==> src/rtl/ffba_pkg.sv <==
`timescale 1ns / 1ps

package ffba_pkg;

	// command codes carried in the action field
	localparam logic [1:0] ACT_ALLOC   = 2'd0;
	localparam logic [1:0] ACT_FREE    = 2'd1;
	localparam logic [1:0] ACT_COMPACT = 2'd2;

	typedef struct packed {
		logic latch;     // capture a new item and rewind the scan
		logic scan_en;   // walk the slot store
		logic fill_en;   // run the write sweep (block fill, tail zeroing or the clear after reset)
		logic res_load;  // move the held result into the output register
	} ffba_cmd_t;

	typedef struct packed {
		logic scan_done;
		logic fill_busy;
	} ffba_stat_t;

endpackage

==> src/rtl/first_fit_block_allocator_top.sv <==
`timescale 1ns / 1ps

// channel   dir  fields
// s_*       in   tdata: action[1:0] process_id[9:2] block_size[18:10]
// m_*       out  tdata: success[0] start_slot[8:1]
//
// one item at a time; the slot store has one write and one registered read port
// allocate: scan for a free run, then fill the block found; free: scan and clear the owner's run;
// compact: scan and pack the occupied slots down, then zero the tail
// after reset a clearing sweep writes all MEM_SLOTS slots, s_tready low until the sweep ends
// a new item is taken while the last result waits in the output register

module first_fit_block_allocator_top #(
	parameter int MEM_SLOTS = 256,
	parameter int ID_BITS   = 8
) (
	input  logic        clk,
	input  logic        arst_n,
	input  logic        s_tvalid,
	output logic        s_tready,
	input  logic [23:0] s_tdata,  // action[1:0], process_id[9:2], block_size[18:10]
	output logic        m_tvalid,
	input  logic        m_tready,
	output logic [15:0] m_tdata   // success[0], start_slot[8:1]
);
	import ffba_pkg::*;

	ffba_cmd_t  cmd;
	ffba_stat_t stat;
	logic       out_success;
	logic [7:0] out_start;

	ffba_ctrl u_ctrl (
		.clk      (clk),
		.arst_n   (arst_n),
		.s_tvalid (s_tvalid),
		.s_tready (s_tready),
		.m_tvalid (m_tvalid),
		.m_tready (m_tready),
		.cmd      (cmd),
		.stat     (stat)
	);

	ffba_datapath #(
		.MEM_SLOTS (MEM_SLOTS),
		.ID_BITS   (ID_BITS)
	) u_datapath (
		.clk         (clk),
		.arst_n      (arst_n),
		.cmd         (cmd),
		.stat        (stat),
		.in_action   (s_tdata[1:0]),
		.in_id       (s_tdata[9:2]),
		.in_size     (s_tdata[18:10]),
		.out_success (out_success),
		.out_start   (out_start)
	);

	assign m_tdata = {7'b0, out_start, out_success};

	// one item in flight
	a_one_item: assert property (@(posedge clk) disable iff (!arst_n)
		(s_tvalid && s_tready) |=> !s_tready)
		else $error("item accepted while another is at work");

	// result register is only reloaded once the old result has left
	a_no_overwrite: assert property (@(posedge clk) disable iff (!arst_n)
		cmd.res_load |-> (!m_tvalid || m_tready))
		else $error("pending result overwritten");

	// failed commands report slot zero
	a_fail_start: assert property (@(posedge clk) disable iff (!arst_n)
		(m_tvalid && !m_tdata[0]) |-> (m_tdata[8:1] == 8'd0))
		else $error("nonzero start slot on failure");

endmodule

==> src/rtl/ffba_ctrl.sv <==
`timescale 1ns / 1ps

module ffba_ctrl (
	input  logic                 clk,
	input  logic                 arst_n,
	input  logic                 s_tvalid,
	output logic                 s_tready,
	output logic                 m_tvalid,
	input  logic                 m_tready,
	output ffba_pkg::ffba_cmd_t  cmd,
	input  ffba_pkg::ffba_stat_t stat
);
	import ffba_pkg::*;

	localparam logic [2:0] ST_CLEAR = 3'd0;
	localparam logic [2:0] ST_IDLE  = 3'd1;
	localparam logic [2:0] ST_SCAN  = 3'd2;
	localparam logic [2:0] ST_FILL  = 3'd3;
	localparam logic [2:0] ST_DONE  = 3'd4;

	logic [2:0] state_q;
	logic [2:0] state_d;
	logic       out_valid_q;

	assign s_tready = (state_q == ST_IDLE);
	assign m_tvalid = out_valid_q;

	always_comb begin
		cmd.latch    = (state_q == ST_IDLE) && s_tvalid;
		cmd.scan_en  = (state_q == ST_SCAN);
		cmd.fill_en  = (state_q == ST_FILL) || (state_q == ST_CLEAR);
		cmd.res_load = (state_q == ST_DONE) && (!out_valid_q || m_tready);
	end

	always_comb begin
		state_d = state_q;
		unique case (state_q)
			ST_CLEAR: if (!stat.fill_busy) state_d = ST_IDLE;
			ST_IDLE:  if (s_tvalid) state_d = ST_SCAN;
			ST_SCAN:  if (stat.scan_done) state_d = ST_FILL;
			ST_FILL:  if (!stat.fill_busy) state_d = ST_DONE;
			ST_DONE:  if (cmd.res_load) state_d = ST_IDLE;
			default:  state_d = ST_CLEAR;
		endcase
	end

	always_ff @(posedge clk or negedge arst_n) begin
		if (!arst_n) begin
			state_q     <= ST_CLEAR;
			out_valid_q <= 1'b0;
		end else begin
			state_q <= state_d;
			if (cmd.res_load) begin
				out_valid_q <= 1'b1;
			end else if (m_tready) begin
				out_valid_q <= 1'b0;
			end
		end
	end

endmodule

==> src/rtl/ffba_datapath.sv <==
`timescale 1ns / 1ps

module ffba_datapath #(
	parameter int MEM_SLOTS = 256,
	parameter int ID_BITS   = 8
) (
	input  logic                 clk,
	input  logic                 arst_n,
	input  ffba_pkg::ffba_cmd_t  cmd,
	output ffba_pkg::ffba_stat_t stat,
	input  logic [1:0]           in_action,
	input  logic [7:0]           in_id,
	input  logic [8:0]           in_size,
	output logic                 out_success,
	output logic [7:0]           out_start
);
	import ffba_pkg::*;

	localparam int AW = (MEM_SLOTS > 1) ? $clog2(MEM_SLOTS) : 1;
	localparam int CW = $clog2(MEM_SLOTS + 1);
	localparam int SW = ((CW > 9) ? CW : 9) + 1;
	localparam logic [CW-1:0] SLOT_END  = CW'(MEM_SLOTS);
	localparam logic [AW-1:0] SLOT_LAST = AW'(MEM_SLOTS - 1);

	logic [ID_BITS-1:0] mem [MEM_SLOTS];

	logic [1:0]         op_q;
	logic [ID_BITS-1:0] id_q;
	logic [8:0]         size_q;
	logic [CW-1:0]      rd_q;
	logic               rv_s1;
	logic [AW-1:0]      ev_s1;
	logic [ID_BITS-1:0] rdata_s1;
	logic [CW-1:0]      run_q;
	logic [AW-1:0]      start_q;
	logic               found_q;
	logic [CW-1:0]      j_q;
	logic [CW-1:0]      wa_q;
	logic [CW-1:0]      fend_q;
	logic [ID_BITS-1:0] fdat_q;
	logic               res_hit_q;
	logic [AW-1:0]      res_start_q;
	logic               out_success_q;
	logic [7:0]         out_start_q;

	logic [ID_BITS+7:0] id_ext;
	logic [ID_BITS-1:0] id_in;
	logic               skip;
	logic               issue;
	logic [AW-1:0]      raddr;
	logic               eval;
	logic               slot_free;
	logic               id_match;
	logic [AW-1:0]      run_start;
	logic [CW-1:0]      run_next;
	logic               run_fit;
	logic               last;
	logic               fill_busy;
	logic               stop;
	logic               hit_now;
	logic [AW-1:0]      st_now;
	logic               done;
	logic               we;
	logic [AW-1:0]      waddr;
	logic [ID_BITS-1:0] wdata;
	logic [AW+7:0]      start_ext;

	// owner id keeps only ID_BITS of the incoming field
	assign id_ext = {{ID_BITS{1'b0}}, in_id};
	assign id_in  = id_ext[ID_BITS-1:0];

	assign skip = ((op_q != ACT_ALLOC) && (op_q != ACT_FREE) && (op_q != ACT_COMPACT))
		|| ((op_q != ACT_COMPACT) && (id_q == '0));

	assign issue     = cmd.scan_en && (rd_q != SLOT_END);
	assign raddr     = issue ? rd_q[AW-1:0] : '0;
	assign eval      = cmd.scan_en && rv_s1;
	assign slot_free = (rdata_s1 == '0);
	assign id_match  = (rdata_s1 == id_q);
	assign run_start = (run_q == '0) ? ev_s1 : start_q;
	assign run_next  = run_q + CW'(1);
	assign run_fit   = SW'(run_next) >= SW'(size_q);
	assign last      = (ev_s1 == SLOT_LAST);
	assign fill_busy = (wa_q != fend_q);

	always_comb begin
		stop    = 1'b0;
		hit_now = 1'b0;
		st_now  = ev_s1;
		we      = 1'b0;
		waddr   = ev_s1;
		wdata   = '0;
		priority if (cmd.fill_en && fill_busy) begin
			we    = 1'b1;
			waddr = wa_q[AW-1:0];
			wdata = fdat_q;
		end else if (eval) begin
			unique case (op_q)
				ACT_ALLOC: begin
					if (slot_free && (size_q == '0)) begin
						hit_now = 1'b1;
						stop    = 1'b1;
					end else if (slot_free && run_fit) begin
						hit_now = 1'b1;
						stop    = 1'b1;
						st_now  = run_start;
					end
				end
				ACT_FREE: begin
					hit_now = found_q || id_match;
					st_now  = found_q ? start_q : ev_s1;
					// the cleared run ends at the first slot not held by this owner
					stop    = found_q && !id_match;
					we      = id_match;
				end
				ACT_COMPACT: begin
					hit_now = 1'b1;
					st_now  = '0;
					// each occupied slot is copied down to the write pointer
					we      = !slot_free;
					waddr   = j_q[AW-1:0];
					wdata   = rdata_s1;
				end
				default: ;
			endcase
		end else begin
		end
	end

	assign done = cmd.scan_en && (skip || (eval && (stop || last)));

	always_comb begin
		stat.scan_done = done;
		stat.fill_busy = fill_busy;
	end

	always_ff @(posedge clk) begin
		if (we) begin
			mem[waddr] <= wdata;
		end
		rdata_s1 <= mem[raddr];
	end

	always_ff @(posedge clk or negedge arst_n) begin
		if (!arst_n) begin
			op_q          <= ACT_ALLOC;
			id_q          <= '0;
			size_q        <= '0;
			rd_q          <= '0;
			rv_s1         <= 1'b0;
			ev_s1         <= '0;
			run_q         <= '0;
			start_q       <= '0;
			found_q       <= 1'b0;
			j_q           <= '0;
			wa_q          <= '0;
			fend_q        <= SLOT_END;
			fdat_q        <= '0;
			res_hit_q     <= 1'b0;
			res_start_q   <= '0;
			out_success_q <= 1'b0;
			out_start_q   <= '0;
		end else begin
			rv_s1 <= issue;
			ev_s1 <= rd_q[AW-1:0];
			if (cmd.latch) begin
				op_q    <= in_action;
				id_q    <= id_in;
				size_q  <= in_size;
				rd_q    <= '0;
				run_q   <= '0;
				found_q <= 1'b0;
				j_q     <= '0;
			end else if (cmd.scan_en) begin
				if (issue) begin
					rd_q <= rd_q + CW'(1);
				end
				if (eval) begin
					unique case (op_q)
						ACT_ALLOC: begin
							if (slot_free) begin
								run_q   <= run_next;
								start_q <= run_start;
							end else begin
								run_q <= '0;
							end
						end
						ACT_FREE: begin
							if (id_match && !found_q) begin
								found_q <= 1'b1;
								start_q <= ev_s1;
							end
						end
						ACT_COMPACT: begin
							if (!slot_free) begin
								j_q <= j_q + CW'(1);
							end
						end
						default: ;
					endcase
				end
			end
			if (done) begin
				res_hit_q   <= !skip && hit_now;
				res_start_q <= (!skip && hit_now) ? st_now : '0;
				if (!skip && (op_q == ACT_ALLOC) && hit_now && (size_q != '0)) begin
					wa_q   <= CW'(st_now);
					fend_q <= CW'(st_now) + CW'(size_q);
					fdat_q <= id_q;
				end else if (!skip && (op_q == ACT_COMPACT)) begin
					// zero the tail behind the packed slots
					wa_q   <= slot_free ? j_q : (j_q + CW'(1));
					fend_q <= SLOT_END;
					fdat_q <= '0;
				end else begin
					wa_q   <= '0;
					fend_q <= '0;
				end
			end else if (cmd.fill_en && fill_busy) begin
				wa_q <= wa_q + CW'(1);
			end
			if (cmd.res_load) begin
				out_success_q <= res_hit_q;
				out_start_q   <= start_ext[7:0];
			end
		end
	end

	assign start_ext   = {8'b0, res_start_q};
	assign out_success = out_success_q;
	assign out_start   = out_start_q;

endmodule
==> config.mk <==
export PLATFORM = sky130hd
export DESIGN_NAME = first_fit_block_allocator_top
export DESIGN_NICKNAME = d
export VERILOG_FILES = /design/src/rtl/ffba_pkg.sv /design/src/rtl/first_fit_block_allocator_top.sv /design/src/rtl/ffba_ctrl.sv /design/src/rtl/ffba_datapath.sv
export SDC_FILE = /design/constraint.sdc
export NUM_CORES = 2
export LEC_CHECK = 0
export ABC_AREA = 1
export ABC_CLOCK_PERIOD_IN_PS = 19600
export BUFFER_PORTS_ARGS = -buffer_cell sky130_fd_sc_hd__clkbuf_2
export CORE_MARGIN = 2
export CORE_UTILIZATION = 58
export DETAILED_ROUTE_END_ITERATION = 16
export PLACE_DENSITY_LB_ADDON = 0.05
export SLEW_MARGIN = 20
export SYNTH_ARGS = -nofsm -noshare
export SYNTH_HDL_FRONTEND = slang
export SYNTH_SLANG_ARGS = --single-unit
==> constraint.sdc <==
create_clock -name clk -period 19.6 [get_ports clk]
set_input_delay 3.92 -clock clk [delete_from_list [all_inputs] [get_ports clk]]
set_output_delay 3.92 -clock clk [all_outputs]
set_load 0.005 [all_outputs]
After elaboration in Yosys (flattened, before gate mapping). Memory sizes are Yosys's and may differ from the RTL's. A register that Yosys moved wholly into a read port is not among the register bits. Index checks and enable logic that the tools add are counted.

Input port bits: 28. Output and inout port bits: 18. Register bits after elaboration: 112. RAM bits: 2048. Memories: 1.

Memories: u_datapath.mem (depth 256, bits a word 8, read ports 1, clocked after memory_dff 1, wr ports 1, RTL line ffba_datapath.sv:25) `logic [ID_BITS-1:0] mem [MEM_SLOTS];`.

Add/subtract/negate cells: 5. Eq/ne operators: 19. Reductions and logical operators: 56. Bitwise gates (word level): 1. Magnitude comparators: 1. Multiplexer cells: 65.

Operator list (count): $mux 9 (19); $mux 8 (18); $add 9x1->9 const B (4); $pmux 8 s3 (1); $reduce_bool 2->1 (12); $logic_and 1x1->1 (19); $logic_not 9->1 (2); $mux 1 (17); $logic_not 8->1 (2); $pmux 8 s2 (1); $mux 3 (5); $pmux 3 s5 (1); $ne 2x2->1 const B (6); $add 8x9->9 (1); $ge 9x9->1 (1); $ne 9x9->1 (1); $ne 9x9->1 const B (1); $reduce_bool 9->1 (1); $eq 8x8->1 (1); $eq 8x8->1 const B (1); $eq 3x2->1 const B (2); $logic_or 1x1->1 (6); $ne 2x1->1 const B (3); $reduce_and 3->1 (2); other kinds (14) (20).

Depth between registers and ports, before layout.
Depth after elaboration: 14. Gate-level depth with buffers: 32. Gate-level depth less buffers: 32.

By module. A second synthesis with hierarchy kept.

Cells, all modules: 9667. Area total of the unflattened synthesis: 98236.7 um^2.

Modules (own cells, without submodules): ffba_datapath (sequential area each 64363.0 um^2, area each 97887.6 um^2, cells an instance 9611, times used 1); ffba_ctrl (sequential area each 100.1 um^2, area each 285.3 um^2, cells an instance 47, times used 1); first_fit_block_allocator_top (sequential area each 0.0 um^2, area each 63.8 um^2, cells an instance 9, times used 1).

Worst setup path before layout. No wires, ideal clock.

Path type: reg2reg. Start point: register u_ctrl.state_q[2]. End point: memory u_datapath.mem[0][1] (data pin). Setup slack: 6.109 ns. Arrival time: 11.303 ns. Stages on the path, launching flop included: 8. Clock period less this slack: 13.491 ns. Path through: dfrtp_1 > nor3_4 > inv_2 > nor2_4 > nand2_1 > clkbuf_1 > clkbuf_1 > o21ai_0.

Cells in the longest elaborated chain, start to end: 4.

RTL lines: start: declaration (RTL line ffba_ctrl.sv:21) `logic [2:0] state_q;`; start signal: assignment (RTL line ffba_ctrl.sv:52) `state_q <= state_d;`; $eq 3x2->1 (tied with other cells) (RTL line ffba_ctrl.sv:30) `cmd.scan_en = (state_q == ST_SCAN);`; $logic_and 1x1->1 or $logic_or 1x1->1 (tied branches) (RTL line ffba_datapath.sv:77, ffba_ctrl.sv:31); $mux 8 or $logic_and 1x1->1 (tied branches) (RTL line ffba_datapath.sv:97, ffba_datapath.sv:93); $mux 8 * (RTL line ffba_datapath.sv:93) `priority if (cmd.fill_en && fill_busy) begin`; named net u_datapath.wdata[1] (RTL line ffba_datapath.sv:65) `logic [ID_BITS-1:0] wdata;`; end: declaration (RTL line ffba_datapath.sv:25).

Mark *: on every way through the listed nets, which the timed path passes. The rest lies on a longest branch.

Final worst setup path.
Start point: register u_datapath.rd_q[0]. End point: register u_datapath.rdata_s1[2] (read register of u_datapath.mem).

Cells in the longest elaborated chain, start to end: 3.

RTL lines: start: declaration (RTL line ffba_datapath.sv:30) `logic [CW-1:0] rd_q;`; start signal: assignment (RTL line ffba_datapath.sv:176) `rd_q <= rd_q + CW'(1);`; $ne 9x9->1 (RTL line ffba_datapath.sv:75) `assign issue = cmd.scan_en && (rd_q != SLOT_END);`; $logic_and 1x1->1 (RTL line ffba_datapath.sv:75); $mux 8 * (RTL line ffba_datapath.sv:76) `assign raddr = issue ? rd_q[AW-1:0] : '0;`; end: declaration (RTL line ffba_datapath.sv:33) `logic [ID_BITS-1:0] rdata_s1;`.

Every way passes the cells marked *; elsewhere a longest branch is shown, timed or not. A chain may end at the register's enable or synchronous reset.

==> Implementation_results.wiki <==
{| class="wikitable"
! Metric !! Value
|-
| Result of the run || completed
|-
| DR DRC count || 0
|-
| Gate count of the mapped netlist || 9,774
|-
| Startpoint of the lowest-slack register-to-register path || u_datapath.rd_q[0]
|-
| Buffer levels on the longest clock path || 3
|-
| Slew Limit Fails || 0
|-
| Floorplan die width || 416 um
|-
| Post-CTS resize count || 0
|-
| Synth-to-Final Area Change || 8.51%
|-
| R2R setup slack || 12.94 ns
|-
| Setup-violating endpoint count in the final report || 0
|-
| Worst path required time || 20.39 ns
|-
| RSZ-0062 raised after global routing || false
|-
| Post-DP HPWL || 150,000 um
|-
| Starting density of the core || 58.3%
|-
| Leakage || 45.4 nW
|-
| Post-route core utilization || 63.3%
|-
| Final-stage net count || 9,531
|-
| Distinct cell type count after synthesis || 42
|-
| PwrDens || 119 nW/um^2
|-
| Clock tree root driver cell || clkbuf_16
|-
| Startpoint type of the worst setup path || register
|-
| Count of warnings emitted by yosys || 0
|-
| Via Count || 69,948
|-
| CTS Hold Buffers Added || 0
|-
| Post-Syn Area per Cell || 10.1 um^2
|-
| Via count normalized by instance count || 5.89
|-
| Setup crit end kind || register
|-
| Top-level port count || 46
|-
| Post-synth EDFFs || 2,048
|-
| Core area || 169,000 um^2
|-
| Final worst-path cycle share || 34.0%
|-
| Die outline height || 416 um
|-
| Largest driver fanout on the critical path || 161
|-
| Number of standard-cell rows in the floorplan || 151
|-
| Clock tree from TritonCTS || done
|-
| Worst hold-check path type || register to register
|-
| Antenna violations before repair || 6
|-
| Transition time of the tightest slew-check pin || 1.22 ns
|-
| Number of synthesized register bits || 2,168
|-
| Main flop type after synthesis || edfxtp_1
|-
| Pin count of the biggest net entering global routing || 194
|-
| Number of antenna-violating nets in the routed design || 0
|-
| DR WL/cell || 23.2 um
|-
| H-tree depth || 4
|-
| Worst r2r path cells || 17
|-
| Min-delay src || u_datapath.rd_q[5]
|-
| Number of port buffers || 33
|-
| 1st-pass router iterations || 12
|-
| Final-layout fill cell count || 13,392
|-
| Min Clock Period, post-route || 6.66 ns
|-
| Maximum vdd ir drop || 0.100 mV
|-
| TritonCTS sink count || 2,168
|-
| Area of the multi-input gates || 24,800 um^2
|-
| Total wire length || 275,000 um
|-
| Fraction of the yosys area taken by sequential cells || 65.4%
|-
| Fmax || 150 MHz
|-
| Worst Hold Path Cells || 0
|-
| Endpoint arrival time on the critical path || 7.45 ns
|-
| Buffers inserted by post-CTS timing repair || 0
|-
| Hold Violations, Final || 0
|-
| Global route overflow || 0
|-
| Endpoint of the lowest-slack register-to-register path || u_datapath.rdata_s1[2]
|-
| Hold Crit Endpoint || u_datapath.ev_s1[5]
|-
| Clock slew at the register clock pins of the worst setup and hold paths || 0.06 ns
|-
| Slew margin rel. || 18.5%
|-
| Latest clock arrival within the worst-skew pair || 0.86 ns
|-
| First-pass GRT wire length || 409,000 um
|-
| Post-synthesis async set-or-reset flop share || 5.17%
|-
| Global routing usage summed across all routing layers || 31.4%
|-
| Inserted Clock Buffers || 219
|-
| Setup Crit Path Kind || register to register
|-
| Total Neg Setup Slack || 0 ns
|-
| Total of max-cap violations || 0
|-
| Number of DRC markers after the initial detailed-route iteration || 8,584
|-
| Worst-case clock skew || 0.0288 ns
|-
| Layout cell share with drive strength beyond 1 || 6.30%
|-
| Via count of the first global-routing pass || 64,936
|-
| Area of the die || 173,000 um^2
|-
| Placer's final routability congestion estimate || 0.889
|-
| Synthesized cell area || 98,600 um^2
|-
| Combined flip-flop and latch cell area || 64,500 um^2
|}
==> placed cells by master (no fill, tap or decap), drive strengths merged, types with 4 or more instances in the layout <==
cell / n
or2: 111
edfxtp: 2048
xnor2: 4
xor2: 25
o211ai: 17
o21ai: 183
nor2: 493
dfrtp: 111
nand2: 1434
clkbuf: 318
inv: 1868
clkinv: 97
nor3: 16
dfxtp: 8
conb: 7
o22ai: 16
nor4: 5
nand3: 1944
bufinv: 12
buf: 111
nand4: 747
ha: 28
a21oi: 34
==> cells in the mapped netlist (2+ instances only) <==
library cell,count,area share (%)
a211oi_1,2,0.015
a21oi_1,34,0.17
and2_1,2,0.013
buf_1,63,0.24
buf_2,21,0.11
buf_4,9,0.069
clkbuf_1,577,2.2
clkinv_1,3,0.011
dfrtp_1,111,2.8
dfxtp_1,8,0.16
edfxtp_1,2048,62
ha_1,28,0.36
inv_1,1847,7.0
inv_2,16,0.061
nand2_1,1434,5.5
nand3_1,1942,9.9
nand3_2,2,0.020
nand3b_1,2,0.015
nand4_1,743,4.7
nand4_2,4,0.051
nor2_1,483,1.8
nor2_2,8,0.051
nor2_4,2,0.023
nor3_1,15,0.076
nor4_1,5,0.032
o2111ai_1,2,0.018
o211ai_1,17,0.13
o21ai_0,170,0.86
o21ai_1,7,0.036
o21ai_2,6,0.053
o22ai_1,16,0.10
or2_1,7,0.044
or2_2,104,0.66
xnor2_1,4,0.036
xor2_1,25,0.22
==> layer usage <==
metal  vias up  global-route usage [%]  wire (um)
met1     33791                    44.1     112000
met4         4                    12.0      10600
met5         -                       0         27
li1      32399                       -          -
met2      3241                    49.0     127000
met3       513                    5.98      25500
==> how the worst max path moves through the flow <==
stage                       startpoint                     end  slack [ns]  cells after the start
floorplan            u_ctrl.state_q[2]    u_datapath.mem[0][1]        6.11                      7
global placement    u_datapath.rd_q[0]  u_datapath.rdata_s1[2]       13.07                     17
detailed placement  u_datapath.rd_q[0]  u_datapath.rdata_s1[2]       13.03                     17
CTS                 u_datapath.rd_q[0]  u_datapath.rdata_s1[2]       13.00                     17
global route        u_datapath.rd_q[0]  u_datapath.rdata_s1[5]       12.61                     17
finish              u_datapath.rd_q[0]  u_datapath.rdata_s1[2]       12.94                     17
==> per-stage QoR <==
| stage | hold WS (ns) | std cells | power (mW) | cell area [um^2] | setup slack, ns |
|---|---|---|---|---|---|
| floorplan | 0.369 | 9780 | 7.58 | 98600 | 6.11 |
| detailed placement | 0.402 | 11471 | 8.74 | 100000 | 13.03 |
| global route | 0.415 | 11869 | 13.2 | 107000 | 12.61 |
| global placement | 0.394 | 11471 | 8.69 | 100000 | 13.07 |
| finish | 0.405 | 11870 | 12.7 | 107000 | 12.94 |
| CTS | 0.405 | 11869 | 12.7 | 107000 | 13.00 |
==> cell type report <==
cell class	instances	area share, %
multi-input cells	5076	23.2
well taps	2218	2.59
inverters	1866	6.57
repair buffers	143	1.06
clock buffers	286	5.53
diodes	1	0.00234
flip-flops and latches	2168	60.2
clock inverters	112	0.802
==> logic make-up (layout without fill, tap and decap cells) <==
family,count (synthesis),in the layout,share of synthesized area (%)
simple gates,4754,4754,22.9
xor+xnor,29,29,0.258
buf+inv,2536,2407,9.71
flops,2168,2168,65.4
fa+ha+maj,29,29,0.376
compound gates,257,257,1.41
other cells,1,8,0.00380
==> power breakdown <==
group | leakage, nW | switching (mW) | internal, mW
Clock | 3.33 | 1.74 | 2.27
Combinational | 24.3 | 2.64 | 0.768
Sequential | 17.8 | 0.104 | 5.20
==> flip-flops by register name (all words and copies together), names as in the netlist, 2 cells and up <==
signal	count
u_datapath.wa_q	9
u_datapath.ev_s1	8
u_ctrl.state_q	3
u_datapath.fend_q	9
u_datapath.start_q	8
u_datapath.out_start	8
u_datapath.run_q	9
u_datapath.op_q	2
u_datapath.res_start_q	8
u_datapath.mem	2048
u_datapath.id_q	8
u_datapath.rd_q	9
u_datapath.size_q	9
u_datapath.j_q	9
u_datapath.rdata_s1	8
u_datapath.fdat_q	8
==> worst max-delay path, stage by stage, from the launching register on <==
cell and delay (ns):
dfrtp_4 0.94, inv_1 0.18, ha_1 0.25, nand2_1 0.07, nor2_1 0.06, nand2_4 0.45
nand3_4 0.72, inv_8 0.87, buf_12 0.71, buf_4 0.86, nand3_1 0.15, nand3_1 0.10
nand3_1 0.17, nand3_1 0.32, nand3_1 0.31, nand3_1 0.15, nand3_1 0.10, nand2_1 0.09
Note: power is estimated with default switching activity, not from simulation.
